[config.mk]
export PLATFORM = sky130hd
export DESIGN_NAME = fbl_sqrt_cell
export DESIGN_NICKNAME = d
export VERILOG_FILES = /design/src/design/fbl_pkg.sv /design/src/design/fbl_sqrt_cell.sv
export SDC_FILE = /design/constraint.sdc
export NUM_CORES = 1
export LEC_CHECK = 0
export BUFFER_PORTS_ARGS = -buffer_cell sky130_fd_sc_hd__buf_2
export CAP_MARGIN = 10
export CELL_PAD_IN_SITES_DETAIL_PLACEMENT = 0
export CELL_PAD_IN_SITES_GLOBAL_PLACEMENT = 1
export CORE_ASPECT_RATIO = 1.5
export CORE_MARGIN = 1
export CORE_UTILIZATION = 37
export CTS_CLUSTER_SIZE = 12
export DETAILED_ROUTE_END_ITERATION = 16
export GPL_ROUTABILITY_DRIVEN = 0
export PLACE_DENSITY_LB_ADDON = 0.08
export SYNTH_ARGS = -nofsm -noshare
export SYNTH_HDL_FRONTEND = slang
export SYNTH_SLANG_ARGS = --single-unit
[constraint.sdc]
create_clock -name clk -period 3.3 [get_ports clk]
set_clock_uncertainty 0.1 [all_clocks]
set_input_delay 0.33 -clock clk [delete_from_list [all_inputs] [get_ports clk]]
set_output_delay 0.33 -clock clk [all_outputs]
set_load 0.02 [all_outputs]
[src/design/fbl_pkg.sv]
`timescale 1ns / 1ps
`default_nettype none

package fbl_pkg;

	localparam int LEN_W     = 16;
	localparam int ANG_W     = 9;
	localparam int OUT_W     = 20;
	localparam int CRD_W     = LEN_W + 2;
	localparam int TRIG_W    = 17;
	localparam int PROD_W    = LEN_W + TRIG_W;
	localparam int SQR_W     = 2 * CRD_W;
	localparam int NA_W      = SQR_W + 1;
	localparam int RAD_W     = 36;
	localparam int ROOT_W    = RAD_W / 2;
	localparam int REM_W     = ROOT_W + 1;
	localparam int SQ_CELLS  = RAD_W / 2;
	localparam int DIV_N_W   = 36;
	localparam int DIV_D_W   = ROOT_W + 1;
	localparam int DIV_CELLS = DIV_N_W;
	localparam int CFG_IDX_W = 2;

	localparam logic [CFG_IDX_W-1:0] REG_CRANK   = 2'd0;
	localparam logic [CFG_IDX_W-1:0] REG_COUPLER = 2'd1;
	localparam logic [CFG_IDX_W-1:0] REG_ROCKER  = 2'd2;
	localparam logic [CFG_IDX_W-1:0] REG_GROUND  = 2'd3;

	localparam logic [1:0] ST_SOLVED     = 2'd0;
	localparam logic [1:0] ST_NO_MEET    = 2'd1;
	localparam logic [1:0] ST_COINCIDENT = 2'd2;

	typedef struct packed {
		logic [DIV_D_W-1:0] r;
		logic [DIV_N_W-1:0] n;
		logic [DIV_N_W-1:0] q;
		logic [DIV_D_W-1:0] d;
	} div_t;

	typedef struct packed {
		logic [REM_W-1:0]  rem;
		logic [RAD_W-1:0]  rad;
		logic [ROOT_W-1:0] root;
	} sq_t;

	function automatic logic [TRIG_W-1:0] sin_lut(input logic [6:0] k);
		logic [TRIG_W-1:0] v;
		case (k)
			7'd0: v = 17'd0;         7'd1: v = 17'd1144;      7'd2: v = 17'd2287;
			7'd3: v = 17'd3430;      7'd4: v = 17'd4572;      7'd5: v = 17'd5712;
			7'd6: v = 17'd6850;      7'd7: v = 17'd7987;      7'd8: v = 17'd9121;
			7'd9: v = 17'd10252;     7'd10: v = 17'd11380;    7'd11: v = 17'd12505;
			7'd12: v = 17'd13626;    7'd13: v = 17'd14742;    7'd14: v = 17'd15855;
			7'd15: v = 17'd16962;    7'd16: v = 17'd18064;    7'd17: v = 17'd19161;
			7'd18: v = 17'd20252;    7'd19: v = 17'd21336;    7'd20: v = 17'd22415;
			7'd21: v = 17'd23486;    7'd22: v = 17'd24550;    7'd23: v = 17'd25607;
			7'd24: v = 17'd26656;    7'd25: v = 17'd27697;    7'd26: v = 17'd28729;
			7'd27: v = 17'd29753;    7'd28: v = 17'd30767;    7'd29: v = 17'd31773;
			7'd30: v = 17'd32768;    7'd31: v = 17'd33754;    7'd32: v = 17'd34729;
			7'd33: v = 17'd35693;    7'd34: v = 17'd36647;    7'd35: v = 17'd37590;
			7'd36: v = 17'd38521;    7'd37: v = 17'd39441;    7'd38: v = 17'd40348;
			7'd39: v = 17'd41243;    7'd40: v = 17'd42126;    7'd41: v = 17'd42995;
			7'd42: v = 17'd43852;    7'd43: v = 17'd44695;    7'd44: v = 17'd45525;
			7'd45: v = 17'd46341;    7'd46: v = 17'd47143;    7'd47: v = 17'd47930;
			7'd48: v = 17'd48703;    7'd49: v = 17'd49461;    7'd50: v = 17'd50203;
			7'd51: v = 17'd50931;    7'd52: v = 17'd51643;    7'd53: v = 17'd52339;
			7'd54: v = 17'd53020;    7'd55: v = 17'd53684;    7'd56: v = 17'd54332;
			7'd57: v = 17'd54963;    7'd58: v = 17'd55578;    7'd59: v = 17'd56175;
			7'd60: v = 17'd56756;    7'd61: v = 17'd57319;    7'd62: v = 17'd57865;
			7'd63: v = 17'd58393;    7'd64: v = 17'd58903;    7'd65: v = 17'd59396;
			7'd66: v = 17'd59870;    7'd67: v = 17'd60326;    7'd68: v = 17'd60764;
			7'd69: v = 17'd61183;    7'd70: v = 17'd61584;    7'd71: v = 17'd61966;
			7'd72: v = 17'd62328;    7'd73: v = 17'd62672;    7'd74: v = 17'd62997;
			7'd75: v = 17'd63303;    7'd76: v = 17'd63589;    7'd77: v = 17'd63856;
			7'd78: v = 17'd64104;    7'd79: v = 17'd64332;    7'd80: v = 17'd64540;
			7'd81: v = 17'd64729;    7'd82: v = 17'd64898;    7'd83: v = 17'd65048;
			7'd84: v = 17'd65177;    7'd85: v = 17'd65287;    7'd86: v = 17'd65376;
			7'd87: v = 17'd65446;    7'd88: v = 17'd65496;    7'd89: v = 17'd65526;
			7'd90: v = 17'd65536;
			default: v = 17'd0;
		endcase
		return v;
	endfunction

endpackage

`default_nettype wire

[src/design/fbl_sqrt_cell.sv]
`timescale 1ns / 1ps
`default_nettype none

module fbl_sqrt_cell import fbl_pkg::*; (
	input  logic clk,
	input  logic en,
	input  sq_t  d_in,
	output sq_t  d_out
);

	logic [REM_W+1:0] trial;
	logic [REM_W+1:0] test;
	logic [REM_W+1:0] diff;
	logic             ge;
	sq_t              d_q;

	assign trial = {d_in.rem, d_in.rad[RAD_W-1 -: 2]};
	assign test  = {1'b0, d_in.root, 2'b01};
	assign diff  = trial - test;
	assign ge    = trial >= test;

	always_ff @(posedge clk) begin
		if (en) begin
			d_q <= '{rem:  ge ? diff[REM_W-1:0] : trial[REM_W-1:0],
			         rad:  {d_in.rad[RAD_W-3:0], 2'b00},
			         root: {d_in.root[ROOT_W-2:0], ge}};
		end
	end

	assign d_out = d_q;

endmodule

`default_nettype wire

* After elaboration in Yosys (flattened, before gate mapping)
Index checks and enable logic that the tools add are counted.
** Storage, ports and cells
- Register bits after elaboration :: 71
- Input bits :: 75
- Output and inout bits :: 73
- Word-level logic and storage cells :: 6
** Operators by class
- Add/sub/neg operators :: 1
- Order comparisons :: 1
- Mux-type cells :: 1
** Operator list (number)
- $ge 21x20->1 :: 1
- $mux 19 :: 1
- $sub 19x19->19 :: 1

* Logic depth before layout (Yosys ltp)
Gate-level depths: netlist of run 1.
- Depth after elaboration :: 2
- Depth in mapped cells :: 10
- Mapped depth without buffers :: 8

* Worst setup path before layout of run 1
OpenSTA, ideal clock, no wires.
- Kind :: input to register
- From :: input d_in[9] in the netlist's numbering
- To :: register d_q (netlist bit d_out[56]) (data pin)
- Data arrival time :: 2.069 ns
- Setup slack :: 0.871 ns
- Cell stages on the path :: 10
- Buffers on the path :: 2
- Cells stage by stage :: inv_1 > ha_1 > buf_6 > a21oi_2 > nand2_1 > a221o_1 > o21ai_2 > nand3_2 > buf_6 > mux2_4
** On the way
- Word-level cells in the longest chain between the ends :: 2
** RTL lines
- start: declaration :: RTL line fbl_sqrt_cell.sv:7 : input sq_t d_in,
- $ge 21x20->1 :: RTL line fbl_sqrt_cell.sv:20 : assign ge = trial >= test;
- $mux 19 :: RTL line fbl_sqrt_cell.sv:24 : d_q <= '{rem: ge ? diff[REM_W-1:0] : trial[REM_W-1:0],
- end signal: assignment :: RTL line fbl_sqrt_cell.sv:24
- end: declaration :: RTL line fbl_sqrt_cell.sv:15 : sq_t d_q;
No other way between the ends.
A chain may end at the register's enable or synchronous reset.

* Final worst setup path of run 1
- From :: input d_in[9] in the netlist's numbering
- To :: register d_q (netlist bit d_out[60]) (data pin)
The elaborated chain is that of the path after synthesis.

==> metrics.txt, run 1 <==
path type of the worst setup path in2reg; final setup violation count 0; crit end category flip-flop; Final Hold Violating Endpoints 0; setup_tns 0 ps; via density per instance 4.84; share of cells above drive strength 1 43.9%; RSZ-0062 raised after global routing false; crit path cell chain buf_2, inv_1, ha_1, a21oi_2, nand2_1, a221o_1, o21ai_2, nand3_2, buf_4, mux2_4; Slew Viols, Final 0; Synth Instances 264; TritonCTS clock tree built; n_diodes 0; area of the multi-input gates 1270 um^2; maximum clock rate 0.390 GHz; max reg flops 71; max-cap viol count 0; postcts setup bufs 0; die width 82.1 um; clk buf depth 2; fill count 869; sequential area share after synthesis 59.9%; Avg Synthesized Cell Area 13.5 um^2; WL per Instance 14.9 um; CP max stage cell a221o_1; Chip Height 122 um; Synth top area share 59.9%; first-pass GRT wire length 12400 um; Data required, critical path 3280 ps; core box area 9310 um^2; Detailed Route Iter0 Violations 75; Hold Crit Class in2reg; YS warnings 0; Mapped Area 3560 um^2; result of the run complete, no violations; wl on met1 3160 um; routed wl met2 4050 um; synth-to-layout area growth 32.2%; worst vdd ir 0.354 mV; First-pass DRT Iterations 4; die area 10000 um^2; htree depth 3; dpl hpwl 5970 um; Synth Register Bits 71; CP arrival 2550 ps; # rows 43; CP Max Fanout 9; clk slew on worst S/H paths 50 ps; initial core utilization 38.3%; Sink Count 71; initial antenna violation count 0; vias in the first global route 2535; non-filler cells, final 533; final WL 7940 um; Slew @ Worst Pin 922 ps; Hold Slack 71.9 ps; Worst setup SP type input pin; antenna-violating nets left 0; Placed Cells 517; # nets final 511; synth top area cells edfxtp_1 (60%), ha_1 (7.0%), mux2_4 (6.3%), inv_1 (2.8%), xnor2_1 (2.5%); DR top layer met4; routed wl met3 576 um; pwr/cell area 579 nW/um^2; Post-CTS Hold Fix Bufs 0; Netlist cell types 47; via count 2582; Max-slew headroom 38.5%; minimum clock period 2570 ps; DRC Markers 0; area leader, netlist edfxtp_1; post-CTS sizing 0; Ports 148; max incr delay on CP 430 ps; largest net degree at the start of global routing 72; Clock Tree Root clkbuf_16; total grt overflow 0; CTS buffer count 9; GR Util All Layers 17.1%; port bufs 145; sequential cell area 2130 um^2; Period Utilization, post-route 77.7%; Leak Pwr 2.16 nW
-- power breakdown --
part	internal (mW)	switching [mW]
clock network	0.664	0.367
registers	1.10	0.0201
logic	0.243	0.330
total	2.01	0.717
-- logic make-up (layout without fill, tap and decap cells) --
group / after synthesis / count (layout) / share of synthesized area [%]
AOI/OAI and AO/OA: 52 / 52 / 10.2
xor gates and xnor gates: 14 / 14 / 3.44
muxes: 18 / 18 / 7.17
buffers and inverters: 35 / 191 / 4.60
DFF: 71 / 71 / 59.9
other: 1 / 2 / 0.105
adders and majority gates: 20 / 20 / 7.02
and+or+nand+nor: 53 / 53 / 7.66
-- worst max-delay path: cells and delay by family --
kind / cells / cell delay (ps)
AO/OA/AOI/OAI: 3 / 800
buffers and inverters: 3 / 420
multiplexers: 1 / 300
adder cells (fa/ha/maj): 1 / 400
AND/OR/NAND/NOR: 2 / 290
-- area by class of cell --
| cell class | count | share of cell area [%] |
|---|---|---|
| inverters | 27 | 2.15 |
| flip-flops and latches | 71 | 45.3 |
| repair buffers | 148 | 15.9 |
| multi-input cells | 159 | 27.0 |
| clock inverters | 5 | 1.73 |
| well taps | 112 | 2.98 |
| clock buffers | 11 | 4.94 |
-- layer usage --
layer / up-vias / global-route usage [%]
li1: 1279 / -
met1: 1194 / 19.4
met2: 99 / 29.5
met3: 10 / 3.30
met4: 0 / 8.77
met5: - / 0
-- placed cells by master (no fill, tap or decap), types with 4 or more instances in the layout --
cell type and n:
buf_2 144, edfxtp_1 71, inv_1 27, ha_1 20
mux2_4 15, a21oi_1 14, nand2_1 12, nor2_1 12
o21ai_0 10, xnor2_1 10, clkbuf_16 9, nand3_1 6
nor3_1 5, a211oi_1 4, nand2b_1 4, xor2_1 4
buf_4 4
-- path summary, 6_finish.rpt --
path                 start  cells after the start                   to
setup / recovery   d_in[9]                     10  d_out[60]$_DFFE_PP_
hold / removal    d_in[24]                      1  d_out[26]$_DFFE_PP_
-- per-stage QoR --
stage / area, um^2 / power, mW / utilization, % / worst slack (ps)
detailed placement: 4390 / 1.72 / 47.2 / 366
global placement: 4390 / 1.72 / 47.2 / 404
finish: 4710 / 2.73 / 50.6 / 735
global route: 4710 / 2.85 / 50.6 / 520
CTS: 4710 / 2.77 / 50.6 / 716
floorplan: 3570 / 1.53 / - / 871
-- synthesized netlist by cell type, drive strengths merged --
cell    number
xnor2       10
nand2b       4
inv         27
conb         1
nand2       12
a41o         1
o311a        1
a221o        3
and3         1
a21oi       15
or2          1
edfxtp      71
o41ai        1
o21ba        1
o21a         2
clkbuf       1
a211o        1
nor2b        3
a21o         2
nor4         3
buf          7
mux2i        3
a211oi       4
a21boi       1
nand4        1
ha          20
mux2        15
o211a        2
nor3         5
a2111o       1
nand3        8
a31oi        2
nor2        12
a311oi       1
o21ai       11
o211ai       2
nor3b        1
and2         2
a221oi       1
xor2         4
No activity file was read; power rests on OpenSTA's default activity.
==> run 2: changes to the inputs <==
Settings changed: CORE_UTILIZATION 37 to 34.
Clock period 3.3 ns to 2.2 ns, I/O delays scaled along.
==> run 2 against run 1 <==
  * Cell count is 22% higher
  * Clock-buffer cell count shrank 1
  * Non-clock buffer count increased by 111
  * Combinational power up 91%
  * Setup slack got worse by 640 ps
  * Flip-flop and latch count unchanged
  * Via count is 17% higher
==> metrics.txt, run 2 (synthesized netlist as in run 1, its figures left out) <==
first-pass GRT wire length 14000 um; max-cap viol count 0; minimum clock period 2110 ps; TritonCTS clock tree built; WL per Instance 13.7 um; CP top delay family compound AO/OA/AOI/OAI gates; die width 85.6 um; via density per instance 4.67; Clock Tree Root clkbuf_16; First-pass DRT Iterations 4; die area 10900 um^2; synth-to-layout area growth 61.0%; Slew Viols, Final 0; final setup violation count 0; Placed Cells 582; most common cell after layout, fill and taps aside buf_2; max reg flops 71; Detailed Route Iter0 Violations 91; initial core utilization 35.1%; WP buf/inv 3; Final Hold Violating Endpoints 0; vias in the first global route 3076; Tot Pwr 4.23 mW; sequential share of power 39.9%; CP Max Fanout 7; result of the run complete, no violations; Switch Pwr 1.14 mW; Data required, critical path 2170 ps; postcts setup bufs 0; dpl hpwl 6450 um; share of cells above drive strength 1 48.3%; port bufs 145; Period Utilization, post-route 95.7%; Hold EP d_out[68]$_DFFE_PP_; path type of the worst setup path in2reg; non-filler cells, final 649; DRC Markers 0; Hold Crit Class in2reg; htree depth 3; Sink Count 71; Chip Height 127 um; Cell Int Power 3.08 mW; clock network power share 34.2%; antenna-violating nets left 0; maximum clock rate 0.475 GHz; final WL 8890 um; most frequent cells in the layout buf_2 (144), edfxtp_1 (71), buf_4 (63); clk slew on worst S/H paths 60 ps; switching portion of total power 27.0%; Hold Crit Start d_in[66]; Worst setup SP type input pin; largest net degree at the start of global routing 52; max incr delay on CP 430 ps; worst vdd ir 0.401 mV; CTS buffer count 9; Leak Pwr 2.66 nW; Hold Slack 103 ps; CP max stage cell a221o_1; depth of the worst hold-timing path 2; Comb power frac 25.9%; # nets final 622; Placement Setup Slack -408 ps; initial antenna violation count 0; GR Util All Layers 16.8%; total grt overflow 0; n_diodes 0; CP arrival 2080 ps; crit end category flip-flop; core box area 10100 um^2; pwr/cell area 737 nW/um^2; # rows 45; Ports 148; setup_tns 0 ps; RSZ-0062 raised after global routing false; via count 3030; clk buf depth 2; crit path cell chain buf_2, inv_1, ha_4, a21o_2, a221o_1, o21ai_2, nand3_2, buf_4, mux2_4; final worst setup slack 94.7 ps
[run 2: changes by cell type in the layout (fill, tap and decap cells not counted), moves of 3 or more]
cell / change
buf_4: +59
dlygate4sd3_1: +51
ha_1: -5
ha_4: +3
o21ai_0: -3
[run 2: final cells by class]
type | count | area [um^2]
fill | 888 | 4400
multi-input combinational | 159 | 1340
timing repair buffer | 259 | 1720
sequential | 71 | 2130
clock inverter | 6 | 67.6
inverter | 27 | 101
clock buffer | 10 | 229
tap | 117 | 146
[run 2: timing repair]
item | CTS | global route
endpoints found under the hold margin | 51 | 0
setup endpoints to repair | 1 | 13
hold buffers | 51 | 0
resized for setup | 2 | 3
[run 2: power groups by stage]
| stage | registers, mW | clock network [mW] | logic [mW] |
|---|---|---|---|
| 2_1_floorplan | 1.90 | 0 | 0.413 |
| 3_3_place_gp | 1.71 | 0 | 1.01 |
| 3_5_place_dp | 1.71 | 0 | 1.03 |
| 4_1_cts | 1.69 | 1.50 | 1.10 |
| 5_1_grt | 1.70 | 1.55 | 1.19 |
| 6_report | 1.69 | 1.45 | 1.09 |
[run 2: worst max-delay path by stage]
stage | from | to | slack (ps) | depth (start not counted)
2_1_floorplan | d_in[8] | d_out[67]$_DFFE_PP_ | 0.9 | 10
5_1_grt | d_in[6] | d_out[66]$_DFFE_PP_ | 20 | 9
3_5_place_dp | d_in[5] | d_out[72]$_DFFE_PP_ | -410 | 9
3_3_place_gp | d_in[5] | d_out[72]$_DFFE_PP_ | -370 | 9
4_1_cts | d_in[7] | d_out[72]$_DFFE_PP_ | 60 | 9
6_report | d_in[6] | d_out[61]$_DFFE_PP_ | 90 | 9
[run 2: layer usage]
layer  vias to the layer above  wire length [um]  track usage, %
met3                        12               486            3.88
li1                       1516                 -               -
met4                         0               162            7.75
met5                         -                 0               0
met2                       109              4620            30.4
met1                      1393              3620            18.3
[run 2: metrics by stage]
stage | utilization [%] | instance area [um^2]
3_5_place_dp | 48.5 | 4920
4_1_cts | 56.6 | 5730
3_3_place_gp | 48.5 | 4920
5_1_grt | 56.6 | 5740
6_report | 56.6 | 5740
2_1_floorplan | - | 3630
