<file path="config.mk">
export PLATFORM = sky130hd
export DESIGN_NAME = fbl_div_cell
export DESIGN_NICKNAME = d
export VERILOG_FILES = /design/src/design/fbl_pkg.sv /design/src/design/fbl_div_cell.sv
export SDC_FILE = /design/constraint.sdc
export NUM_CORES = 1
export LEC_CHECK = 0
export ABC_AREA = 1
export BUFFER_PORTS_ARGS = -buffer_cell sky130_fd_sc_hd__buf_2
export CAP_MARGIN = 5
export CELL_PAD_IN_SITES_DETAIL_PLACEMENT = 1
export CELL_PAD_IN_SITES_GLOBAL_PLACEMENT = 1
export CORE_MARGIN = 1
export CORE_UTILIZATION = 35
export DETAILED_ROUTE_END_ITERATION = 16
export PLACE_DENSITY_LB_ADDON = 0.1
export SETUP_SLACK_MARGIN = 0.4
export SYNTH_ARGS = -nofsm -noshare
export SYNTH_HDL_FRONTEND = slang
export SYNTH_SLANG_ARGS = --single-unit
export TNS_END_PERCENT = 50
</file>
<file path="constraint.sdc">
create_clock -name clk -period 2.8 [get_ports clk]
set_clock_uncertainty 0.05 [all_clocks]
set_input_delay 0.14 -clock clk [delete_from_list [all_inputs] [get_ports clk]]
set_output_delay 0.14 -clock clk [all_outputs]
set_load 0.1 [all_outputs]
</file>
<file path="src/design/fbl_pkg.sv">
`timescale 1ns / 1ps
`default_nettype none

package fbl_pkg;

	localparam int LEN_W     = 16;
	localparam int ANG_W     = 9;
	localparam int OUT_W     = 20;
	localparam int CRD_W     = LEN_W + 2;
	localparam int TRIG_W    = 17;
	localparam int PROD_W    = LEN_W + TRIG_W;
	localparam int SQR_W     = 2 * CRD_W;
	localparam int NA_W      = SQR_W + 1;
	localparam int RAD_W     = 36;
	localparam int ROOT_W    = RAD_W / 2;
	localparam int REM_W     = ROOT_W + 1;
	localparam int SQ_CELLS  = RAD_W / 2;
	localparam int DIV_N_W   = 36;
	localparam int DIV_D_W   = ROOT_W + 1;
	localparam int DIV_CELLS = DIV_N_W;
	localparam int CFG_IDX_W = 2;

	localparam logic [CFG_IDX_W-1:0] REG_CRANK   = 2'd0;
	localparam logic [CFG_IDX_W-1:0] REG_COUPLER = 2'd1;
	localparam logic [CFG_IDX_W-1:0] REG_ROCKER  = 2'd2;
	localparam logic [CFG_IDX_W-1:0] REG_GROUND  = 2'd3;

	localparam logic [1:0] ST_SOLVED     = 2'd0;
	localparam logic [1:0] ST_NO_MEET    = 2'd1;
	localparam logic [1:0] ST_COINCIDENT = 2'd2;

	typedef struct packed {
		logic [DIV_D_W-1:0] r;
		logic [DIV_N_W-1:0] n;
		logic [DIV_N_W-1:0] q;
		logic [DIV_D_W-1:0] d;
	} div_t;

	typedef struct packed {
		logic [REM_W-1:0]  rem;
		logic [RAD_W-1:0]  rad;
		logic [ROOT_W-1:0] root;
	} sq_t;

	function automatic logic [TRIG_W-1:0] sin_lut(input logic [6:0] k);
		logic [TRIG_W-1:0] v;
		case (k)
			7'd0: v = 17'd0;         7'd1: v = 17'd1144;      7'd2: v = 17'd2287;
			7'd3: v = 17'd3430;      7'd4: v = 17'd4572;      7'd5: v = 17'd5712;
			7'd6: v = 17'd6850;      7'd7: v = 17'd7987;      7'd8: v = 17'd9121;
			7'd9: v = 17'd10252;     7'd10: v = 17'd11380;    7'd11: v = 17'd12505;
			7'd12: v = 17'd13626;    7'd13: v = 17'd14742;    7'd14: v = 17'd15855;
			7'd15: v = 17'd16962;    7'd16: v = 17'd18064;    7'd17: v = 17'd19161;
			7'd18: v = 17'd20252;    7'd19: v = 17'd21336;    7'd20: v = 17'd22415;
			7'd21: v = 17'd23486;    7'd22: v = 17'd24550;    7'd23: v = 17'd25607;
			7'd24: v = 17'd26656;    7'd25: v = 17'd27697;    7'd26: v = 17'd28729;
			7'd27: v = 17'd29753;    7'd28: v = 17'd30767;    7'd29: v = 17'd31773;
			7'd30: v = 17'd32768;    7'd31: v = 17'd33754;    7'd32: v = 17'd34729;
			7'd33: v = 17'd35693;    7'd34: v = 17'd36647;    7'd35: v = 17'd37590;
			7'd36: v = 17'd38521;    7'd37: v = 17'd39441;    7'd38: v = 17'd40348;
			7'd39: v = 17'd41243;    7'd40: v = 17'd42126;    7'd41: v = 17'd42995;
			7'd42: v = 17'd43852;    7'd43: v = 17'd44695;    7'd44: v = 17'd45525;
			7'd45: v = 17'd46341;    7'd46: v = 17'd47143;    7'd47: v = 17'd47930;
			7'd48: v = 17'd48703;    7'd49: v = 17'd49461;    7'd50: v = 17'd50203;
			7'd51: v = 17'd50931;    7'd52: v = 17'd51643;    7'd53: v = 17'd52339;
			7'd54: v = 17'd53020;    7'd55: v = 17'd53684;    7'd56: v = 17'd54332;
			7'd57: v = 17'd54963;    7'd58: v = 17'd55578;    7'd59: v = 17'd56175;
			7'd60: v = 17'd56756;    7'd61: v = 17'd57319;    7'd62: v = 17'd57865;
			7'd63: v = 17'd58393;    7'd64: v = 17'd58903;    7'd65: v = 17'd59396;
			7'd66: v = 17'd59870;    7'd67: v = 17'd60326;    7'd68: v = 17'd60764;
			7'd69: v = 17'd61183;    7'd70: v = 17'd61584;    7'd71: v = 17'd61966;
			7'd72: v = 17'd62328;    7'd73: v = 17'd62672;    7'd74: v = 17'd62997;
			7'd75: v = 17'd63303;    7'd76: v = 17'd63589;    7'd77: v = 17'd63856;
			7'd78: v = 17'd64104;    7'd79: v = 17'd64332;    7'd80: v = 17'd64540;
			7'd81: v = 17'd64729;    7'd82: v = 17'd64898;    7'd83: v = 17'd65048;
			7'd84: v = 17'd65177;    7'd85: v = 17'd65287;    7'd86: v = 17'd65376;
			7'd87: v = 17'd65446;    7'd88: v = 17'd65496;    7'd89: v = 17'd65526;
			7'd90: v = 17'd65536;
			default: v = 17'd0;
		endcase
		return v;
	endfunction

endpackage

`default_nettype wire

</file>
<file path="src/design/fbl_div_cell.sv">
`timescale 1ns / 1ps
`default_nettype none

module fbl_div_cell import fbl_pkg::*; (
	input  logic clk,
	input  logic en,
	input  div_t d_in,
	output div_t d_out
);

	logic [DIV_D_W:0] trial;
	logic [DIV_D_W:0] diff;
	logic             ge;
	div_t             d_q;

	assign trial = {d_in.r, d_in.n[DIV_N_W-1]};
	assign diff  = trial - {1'b0, d_in.d};
	assign ge    = trial >= {1'b0, d_in.d};

	always_ff @(posedge clk) begin
		if (en) begin
			d_q <= '{r: ge ? diff[DIV_D_W-1:0] : trial[DIV_D_W-1:0],
			         n: {d_in.n[DIV_N_W-2:0], 1'b0},
			         q: {d_in.q[DIV_N_W-2:0], ge},
			         d: d_in.d};
		end
	end

	assign d_out = d_q;

endmodule

`default_nettype wire

</file>
; Word level (Yosys, flattened, before mapping)
; Index checks and enable logic that the tools add are counted.
[word_totals]
ff_bits = 109
latch_bits = 0
ramBits = 0
mem_bits_ro = 0
output_inout_bits = 110
elab_cells = 7
n_memories = 0
[op_classes]
add_sub_neg = 1
n_mul = 0
div = 0
n_lt_le_gt_ge = 1
eq_ne = 0
n_shift = 0
mux = 1
bitwise_logic = 0
n_reduce_logical = 0
[op_table]
columns = op, n
row1 = greater-or-equal comparator 20 x 19 -> 1 bit, 1
row2 = 2-to-1 mux 19 bit, 1
row3 = subtractor 19 bit, 1

; Longest topological paths before layout
; Gate-level depths: netlist (run 1).
[logic_depth]
depth_word = 2
depth_mapped = 14
ltp_nobuf = 13

; Least setup slack after synthesis (run 1)
; No wires, ideal clock.
[synth_timing]
path_kind = input port to flip-flop
startpoint = input d_in[90] (netlist bit)
endpoint = register d_q, in the netlist d_out[108], data pin
arrival_ps = 1697
required_ps = 2497
slack_ps = 800
path_stages = 13
path_buffers = 1
path_cell_list = inv_1 ha_1 fa_1 nand3b_1 nand2_2 nand3_1 nand3_1 nand2_2 nand2_4 inv_4 buf_12 nand2_2 nand2_1
[synth_between]
elab_chain_len = 2
[synth_lines]
columns = item, line
row1 = "start, declared", fbl_div_cell.sv:7  ; input div_t d_in,
row2 = subtractor 19 bit or greater-or-equal comparator 20 x 19 -> 1 bit (tied branches), "fbl_div_cell.sv:17, fbl_div_cell.sv:18"
row3 = 2-to-1 mux 19 bit *, fbl_div_cell.sv:22  ; d_q <= '{r: ge ? diff[DIV_D_W-1:0] : trial[DIV_D_W-1:0],
row4 = "end signal, assigned", fbl_div_cell.sv:22
row5 = "end, declared", fbl_div_cell.sv:14  ; div_t d_q;
; Every way passes the cells marked *; elsewhere a longest branch is shown, timed or not.
; A chain may end at the register's enable or synchronous reset.

; Final worst setup path (run 1)
[layout_timing]
startpoint = input d_in[10] (netlist bit)
endpoint = register d_q, in the netlist d_out[108], data pin
; The elaborated chain is that of the path after synthesis.

==> impl_metrics.env, run 1 <==
export IMPL_most_common_layout_cells="218 x buf_2, 117 x nand2_1, 109 x edfxtp_1"
export IMPL_hold_path_depth=3
export IMPL_synth_area_top_cells="edfxtp_1 67%, nand2_1 9.1%, ha_1 4.9%, inv_1 4.7%, nand2_2 2.1%"
export IMPL_die_h_um=120
export IMPL_hold_violations=0
export IMPL_seqCellArea_mm2=0.00327
export IMPL_via_count_of_the_first_global_routing_pass=4558
export IMPL_number_of_synthesized_register_bits=109
export IMPL_arrival_ns=2.33
export IMPL_die_w_um=120
export IMPL_globalplace_congestion=0.801
export IMPL_run_status="finished clean"
export IMPL_antenna_found_initial=1
export IMPL_yosysTopAreaCell="edfxtp_1"
export IMPL_area_of_the_multi_input_gates_mm2=0.00133
export IMPL_synth_avg_cell_area_um2=11.6
export IMPL_timing_critical_path_to_type="register"
export IMPL_static_leakage_power_nw=3.49
export IMPL_port_buffer_count=219
export IMPL_core_area_mm2=0.0134
export IMPL_post_place_ws_ns=0.434
export IMPL_critPathSlowestCell="dlygate4sd3_1"
export IMPL_area_growth_pct=52.4
export IMPL_rsz0062_at_grt="no"
export IMPL_nNetsFinal=868
export IMPL_synthesized_netlist_net_count=550
export IMPL_maxCapViolations=0
export IMPL_tritoncts_clock_tree="done"
export IMPL_grt_max_degree=60
export IMPL_synth_distinct_cells=27
export IMPL_routed_wirelength_mm=16.7
export IMPL_num_vias=4196
export IMPL_drc_errors=0
export IMPL_irDropWorstVdd_mv=0.274
export IMPL_floorplan_die_area_mm2=0.0143
export IMPL_p_sw_mw=2.16
export IMPL_min_delay_path_class="input port to register"
export IMPL_firstDrtPassIters=5
export IMPL_timing_final_crit_share_pct=80.7
export IMPL_critPathMaxStageDelay_ns=0.58
export IMPL_setup_total_negative_slack_ns=0
export IMPL_worst_path_max_fanout=14
export IMPL_critPathRequiredTime_ns=2.87
export IMPL_synth_sequential_area_ratio_pct=67.5
export IMPL_min_from="d_in[106]"
export IMPL_grt_usage_pct=24.1
export IMPL_syn_cell_area_mm2=0.00485
export IMPL_design_power_total_mw=5.19
export IMPL_number_of_top_level_pins=222
export IMPL_tightest_slew_ns=0.537
export IMPL_cts_htree_levels=3
export IMPL_cts_reportedPaths_clkPinSlew_ns=0.08
export IMPL_max_freq_ghz=0.443
export IMPL_setup_violations_final=0
export IMPL_final_layout_size_suffix_gt1_share_pct=35.6
export IMPL_internal_power_mw=3.04
export IMPL_number_of_inserted_filler_cells_in_the_final_layout=1481
export IMPL_yosys_warnings=0
export IMPL_clockPowerShare_pct=26.2
export IMPL_fraction_of_power_consumed_by_sequential_logic_pct=38.8
export IMPL_drt_vias_per_instance=4.57
export IMPL_drt_wirelength_per_cell_um=18.2
export IMPL_slew_violations=0
export IMPL_row_count=42
export IMPL_path_class="input port to register"
export IMPL_grt_pass1_wl_mm=25.6
export IMPL_grt_overflow=0
export IMPL_power_per_cell_area_mw_per_mm2=702
export IMPL_postCtsSetupBuffers=0
export IMPL_syn_inst=418
export IMPL_crit_chain="dlygate4sd3_1 > buf_2 > inv_1 > ha_1 > nand2_2 > inv_1 > a21oi_2 > nand3_2 > nand2_2 > nand2_8 > buf_6 > nand3_1 > nand2_1"
export IMPL_finalCoreUtilization_pct=55.2
export IMPL_floorplan_initialDensity_pct=36.2
export IMPL_combinationalPowerShare_pct=35.0
export IMPL_clock_tree_root_cell="clkbuf_16"
export IMPL_layout_commonest_cell="buf_2"
export IMPL_cts_inserted_buffers=9
export IMPL_max_clock_path_buffers=2
export IMPL_timing_slew_headroom_pct=64.4
export IMPL_drt_first_iter_violations=191
export IMPL_timing_final_ws_setup_ns=0.542
export IMPL_synthDominantCellAreaShare_pct=67.5
export IMPL_number_of_antenna_violating_nets_in_the_routed_design=0
export IMPL_number_of_flip_flops_under_the_largest_register_name=109
export IMPL_detailed_place_hpwl_mm=10.7
export IMPL_critPathLaunchType="input port"
export IMPL_holdPathEnd="d_out[107]"
export IMPL_fin_crit_ns=2.26
export IMPL_swShare_pct=41.5
export IMPL_numClockSinks=109
## synth_stat cells
| library cell | instances |
|---|---|
| a21oi_1 | 12 |
| and2_1 | 2 |
| buf_12 | 1 |
| buf_4 | 1 |
| buf_6 | 2 |
| conb_1 | 1 |
| edfxtp_1 | 109 |
| fa_1 | 1 |
| ha_1 | 19 |
| inv_1 | 61 |
| inv_4 | 1 |
| nand2_1 | 118 |
| nand2_2 | 16 |
| nand2_4 | 1 |
| nand3_1 | 20 |
| nand3b_1 | 5 |
| nor2_1 | 23 |
| nor2_2 | 2 |
| nor2_4 | 1 |
| nor3_1 | 3 |
| nor3_2 | 1 |
| o21a_1 | 1 |
| o21ai_0 | 5 |
| o21ai_1 | 1 |
| o21bai_1 | 1 |
| xnor2_1 | 3 |
| xor2_1 | 7 |
## how the worst max path moves through the flow
| stage | cells past startpoint | from | endpoint | slack, ns |
|---|---|---|---|---|
| final | 13 | d_in[10] | d_out[108] | 0.54 |
| after global routing | 12 | d_in[1] | d_out[104] | 0.43 |
| after CTS | 12 | d_in[1] | d_out[108] | 0.44 |
| after detailed placement | 12 | d_in[0] | d_out[107] | 0.43 |
| after global placement | 12 | d_in[0] | d_out[109] | 0.51 |
| after floorplan | 13 | d_in[90] | d_out[108] | 0.80 |
## layer usage
metal	GRT usage [%]	up-vias	share of wire, %
li1	-	2018	-
met1	25.9	1996	38
met2	44.6	157	53
met3	6.37	25	6.4
met4	9.84	0	2.6
met5	0	-	0
## cell families after synthesis
family / after synthesis / synth area share [%]
compound gates: 20 / 2.17
buf+inv: 66 / 5.88
simple gates: 192 / 17.3
xor+xnor: 10 / 1.81
other cells: 1 / 0.0773
flops: 109 / 67.5
fa+ha+maj: 20 / 5.31
## repair_timing
| item | 4_1_cts | 5_1_grt |
|---|---|---|
| resized for setup | 0 | 9 |
| endpoints found under the hold margin | 89 | 0 |
| endpoints found under the setup margin | 0 | 17 |
| hold buffers | 89 | 0 |
## critical path, delay by kind of cell
family	cells	cell delay, ns
fa+ha+maj	1	0.35
compound gates	1	0.19
simple gates	6	0.63
buf+inv	5	1.01
## metrics by stage
step / cells / hold slack (ns) / cell area, um^2
floorplan: 418 / 0.189 / 4850
global placement: 812 / 0.267 / 6160
detailed placement: 812 / 0.268 / 6160
CTS: 917 / 0.0147 / 7350
global route: 918 / 0.0226 / 7390
finish: 919 / 0.0227 / 7400
## layout make-up
cell class | count | area share [%]
multi-input combinational | 243 | 17.9
timing repair buffer | 311 | 27.4
sequential | 109 | 44.3
clock buffer | 9 | 3.05
clock inverter | 7 | 1.10
antenna | 2 | 0.0677
inverter | 62 | 3.21
tap | 176 | 2.98
## power groups by stage
| stage | logic [mW] | registers, mW | clock network [mW] |
|---|---|---|---|
| 6_report | 1.82 | 2.02 | 1.36 |
| 5_1_grt | 1.90 | 2.03 | 1.45 |
| 4_1_cts | 1.81 | 2.01 | 1.37 |
| 3_5_place_dp | 1.70 | 2.04 | 0 |
| 3_3_place_gp | 1.69 | 2.04 | 0 |
| 2_1_floorplan | 0.285 | 3.12 | 0 |
(Power assumes the default switching activity.)
==> inputs of run 2 (changes only) <==
==> constraint.sdc (replaced) <==
create_clock -name clk -period 2.1 [get_ports clk]
set_clock_uncertainty 0.05 [all_clocks]
set_input_delay 0.105 -clock clk [delete_from_list [all_inputs] [get_ports clk]]
set_output_delay 0.105 -clock clk [all_outputs]
set_load 0.1 [all_outputs]
==> run 2 against run 1 <==
  * Utilization is 2.4 points higher
  * Critical path type unchanged
  * Hold slack worse by 0.016 ns
  * Critical endpoint is now d_out[104]
  * Clock power is 33% higher
==> impl_metrics.env, run 2 (synthesized netlist as in run 1, its figures left out) <==
export IMPL_layout_commonest_cell="buf_2"
export IMPL_finalCoreUtilization_pct=57.6
export IMPL_slew_violations=0
export IMPL_setup_violations_final=0
export IMPL_critPathRequiredTime_ns=2.16
export IMPL_firstDrtPassIters=4
export IMPL_max_freq_ghz=0.627
export IMPL_run_status="finished clean"
export IMPL_numClockSinks=109
export IMPL_num_vias=4268
export IMPL_drt_first_iter_violations=182
export IMPL_port_buffer_count=219
export IMPL_routed_wirelength_mm=16.8
export IMPL_die_h_um=120
export IMPL_static_leakage_power_nw=3.63
export IMPL_area_of_the_multi_input_gates_mm2=0.00137
export IMPL_via_count_of_the_first_global_routing_pass=4531
export IMPL_floorplan_die_area_mm2=0.0143
export IMPL_power_per_cell_area_mw_per_mm2=907
export IMPL_number_of_flip_flops_under_the_largest_register_name=109
export IMPL_globalplace_congestion=0.788
export IMPL_seqCellArea_mm2=0.00327
export IMPL_max_clock_path_buffers=2
export IMPL_cts_htree_levels=3
export IMPL_tritoncts_clock_tree="done"
export IMPL_cts_inserted_buffers=9
export IMPL_timing_final_crit_share_pct=75.9
export IMPL_p_sw_mw=2.89
export IMPL_min_delay_path_class="input port to register"
export IMPL_drt_vias_per_instance=4.53
export IMPL_grt_max_degree=38
export IMPL_critPathLaunchType="input port"
export IMPL_area_growth_pct=59.0
export IMPL_most_common_layout_cells="217 x buf_2, 113 x nand2_1, 109 x edfxtp_1"
export IMPL_detailed_place_hpwl_mm=10.7
export IMPL_irDropWorstVdd_mv=0.523
export IMPL_grt_usage_pct=23.7
export IMPL_arrival_ns=1.65
export IMPL_number_of_inserted_filler_cells_in_the_final_layout=1521
export IMPL_number_of_top_level_pins=222
export IMPL_antenna_found_initial=0
export IMPL_timing_critical_path_to_type="register"
export IMPL_number_of_antenna_violating_nets_in_the_routed_design=0
export IMPL_maxCapViolations=0
export IMPL_grt_busiest_layer="met2"
export IMPL_fraction_of_power_consumed_by_sequential_logic_pct=38.4
export IMPL_hold_path_depth=3
export IMPL_tightest_slew_ns=0.548
export IMPL_antenna_diode_count=0
export IMPL_clockPowerShare_pct=25.8
export IMPL_combinationalPowerShare_pct=35.8
export IMPL_floorplan_initialDensity_pct=36.2
export IMPL_path_class="input port to register"
export IMPL_instances_no_fill=943
export IMPL_groute_layer_met1_usage_pct=27.7
export IMPL_timing_slew_headroom_pct=63.7
export IMPL_hold_violations=0
export IMPL_clock_tree_root_cell="clkbuf_16"
export IMPL_cts_reportedPaths_clkPinSlew_ns=0.08
export IMPL_core_area_mm2=0.0134
export IMPL_grt_pass1_wl_mm=25.3
export IMPL_grt_overflow=0
export IMPL_placed_cells_incl_taps=818
export IMPL_worst_path_max_fanout=9
export IMPL_drt_wirelength_per_cell_um=17.8
export IMPL_drc_errors=0
export IMPL_whs_ns=0.00696
export IMPL_swShare_pct=41.4
export IMPL_final_layout_size_suffix_gt1_share_pct=37.0
export IMPL_global_routing_met3_resource_utilization_pct=4.94
export IMPL_fin_crit_ns=1.59
export IMPL_die_w_um=120
export IMPL_internal_power_mw=4.10
export IMPL_setup_total_negative_slack_ns=0
export IMPL_nNetsFinal=894
export IMPL_min_from="d_in[95]"
export IMPL_row_count=42
export IMPL_holdPathEnd="d_out[96]"
export IMPL_rsz0062_at_grt="no"
export IMPL_use_met2_pct=42.6
## run 2: critical path, cell delays in order
cell     delay, ns
buf_2         0.08
inv_1         0.04
ha_1          0.37
a21oi_2       0.18
o21ai_1       0.09
and2_1        0.17
nor2_4        0.16
nand2_8       0.12
buf_6         0.17
nand3_1       0.09
nand2_1       0.06
## run 2: per-layer routing
layer | vias up | wire length [um]
met2 | 158 | 8640
met5 | - | 0
li1 | 2072 | -
met3 | 23 | 917
met1 | 2015 | 6820
met4 | 0 | 397
## run 2: how the worst max path moves through the flow
stage	from	to	slack [ns]	depth (start not counted)
after global placement	d_in[90]	d_out[105]	0.06	13
final	d_in[13]	d_out[104]	0.51	11
after detailed placement	d_in[90]	d_out[104]	-0.002	13
after CTS	d_in[90]	d_out[104]	0.40	13
after global routing	d_in[4]	d_out[102]	0.37	14
after floorplan	d_in[90]	d_out[108]	0.27	13
## run 2: metrics by stage
step                setup WS, ns  power [mW]  cell area [um^2]
finish                     0.506        7.00              7710
global route               0.370        7.23              7710
CTS                        0.404        6.94              7600
detailed placement      -0.00181        5.02              6250
global placement          0.0555        4.99              6250
floorplan                  0.270        4.55              4890
## run 2: cell type report
class / count / share of cell area, %
inverters: 62 / 3.34
repair inverters: 2 / 0.227
flip-flops and latches: 109 / 42.4
clock buffers: 9 / 2.92
well taps: 176 / 2.85
multi-input cells: 243 / 17.8
repair buffers: 335 / 29.4
clock inverters: 7 / 1.05
## run 2: power groups by stage
stage          sequential [mW]  clock, mW  combinational [mW]
2_1_floorplan             4.17          0               0.388
3_3_place_gp              2.72          0                2.28
3_5_place_dp              2.73          0                2.30
4_1_cts                   2.68       1.81                2.46
5_1_grt                   2.71       1.91                2.62
6_report                  2.69       1.81                2.50
## run 2: timing repair
item / in CTS / in global routing
buffers inserted: 0 / 3
setup endpoints to repair: 14 / 18
hold endpoints to repair: 104 / 0
gates cloned: 0 / 2
pin swaps: 0 / 3
hold buffers: 104 / 0
resized for setup: 2 / 19
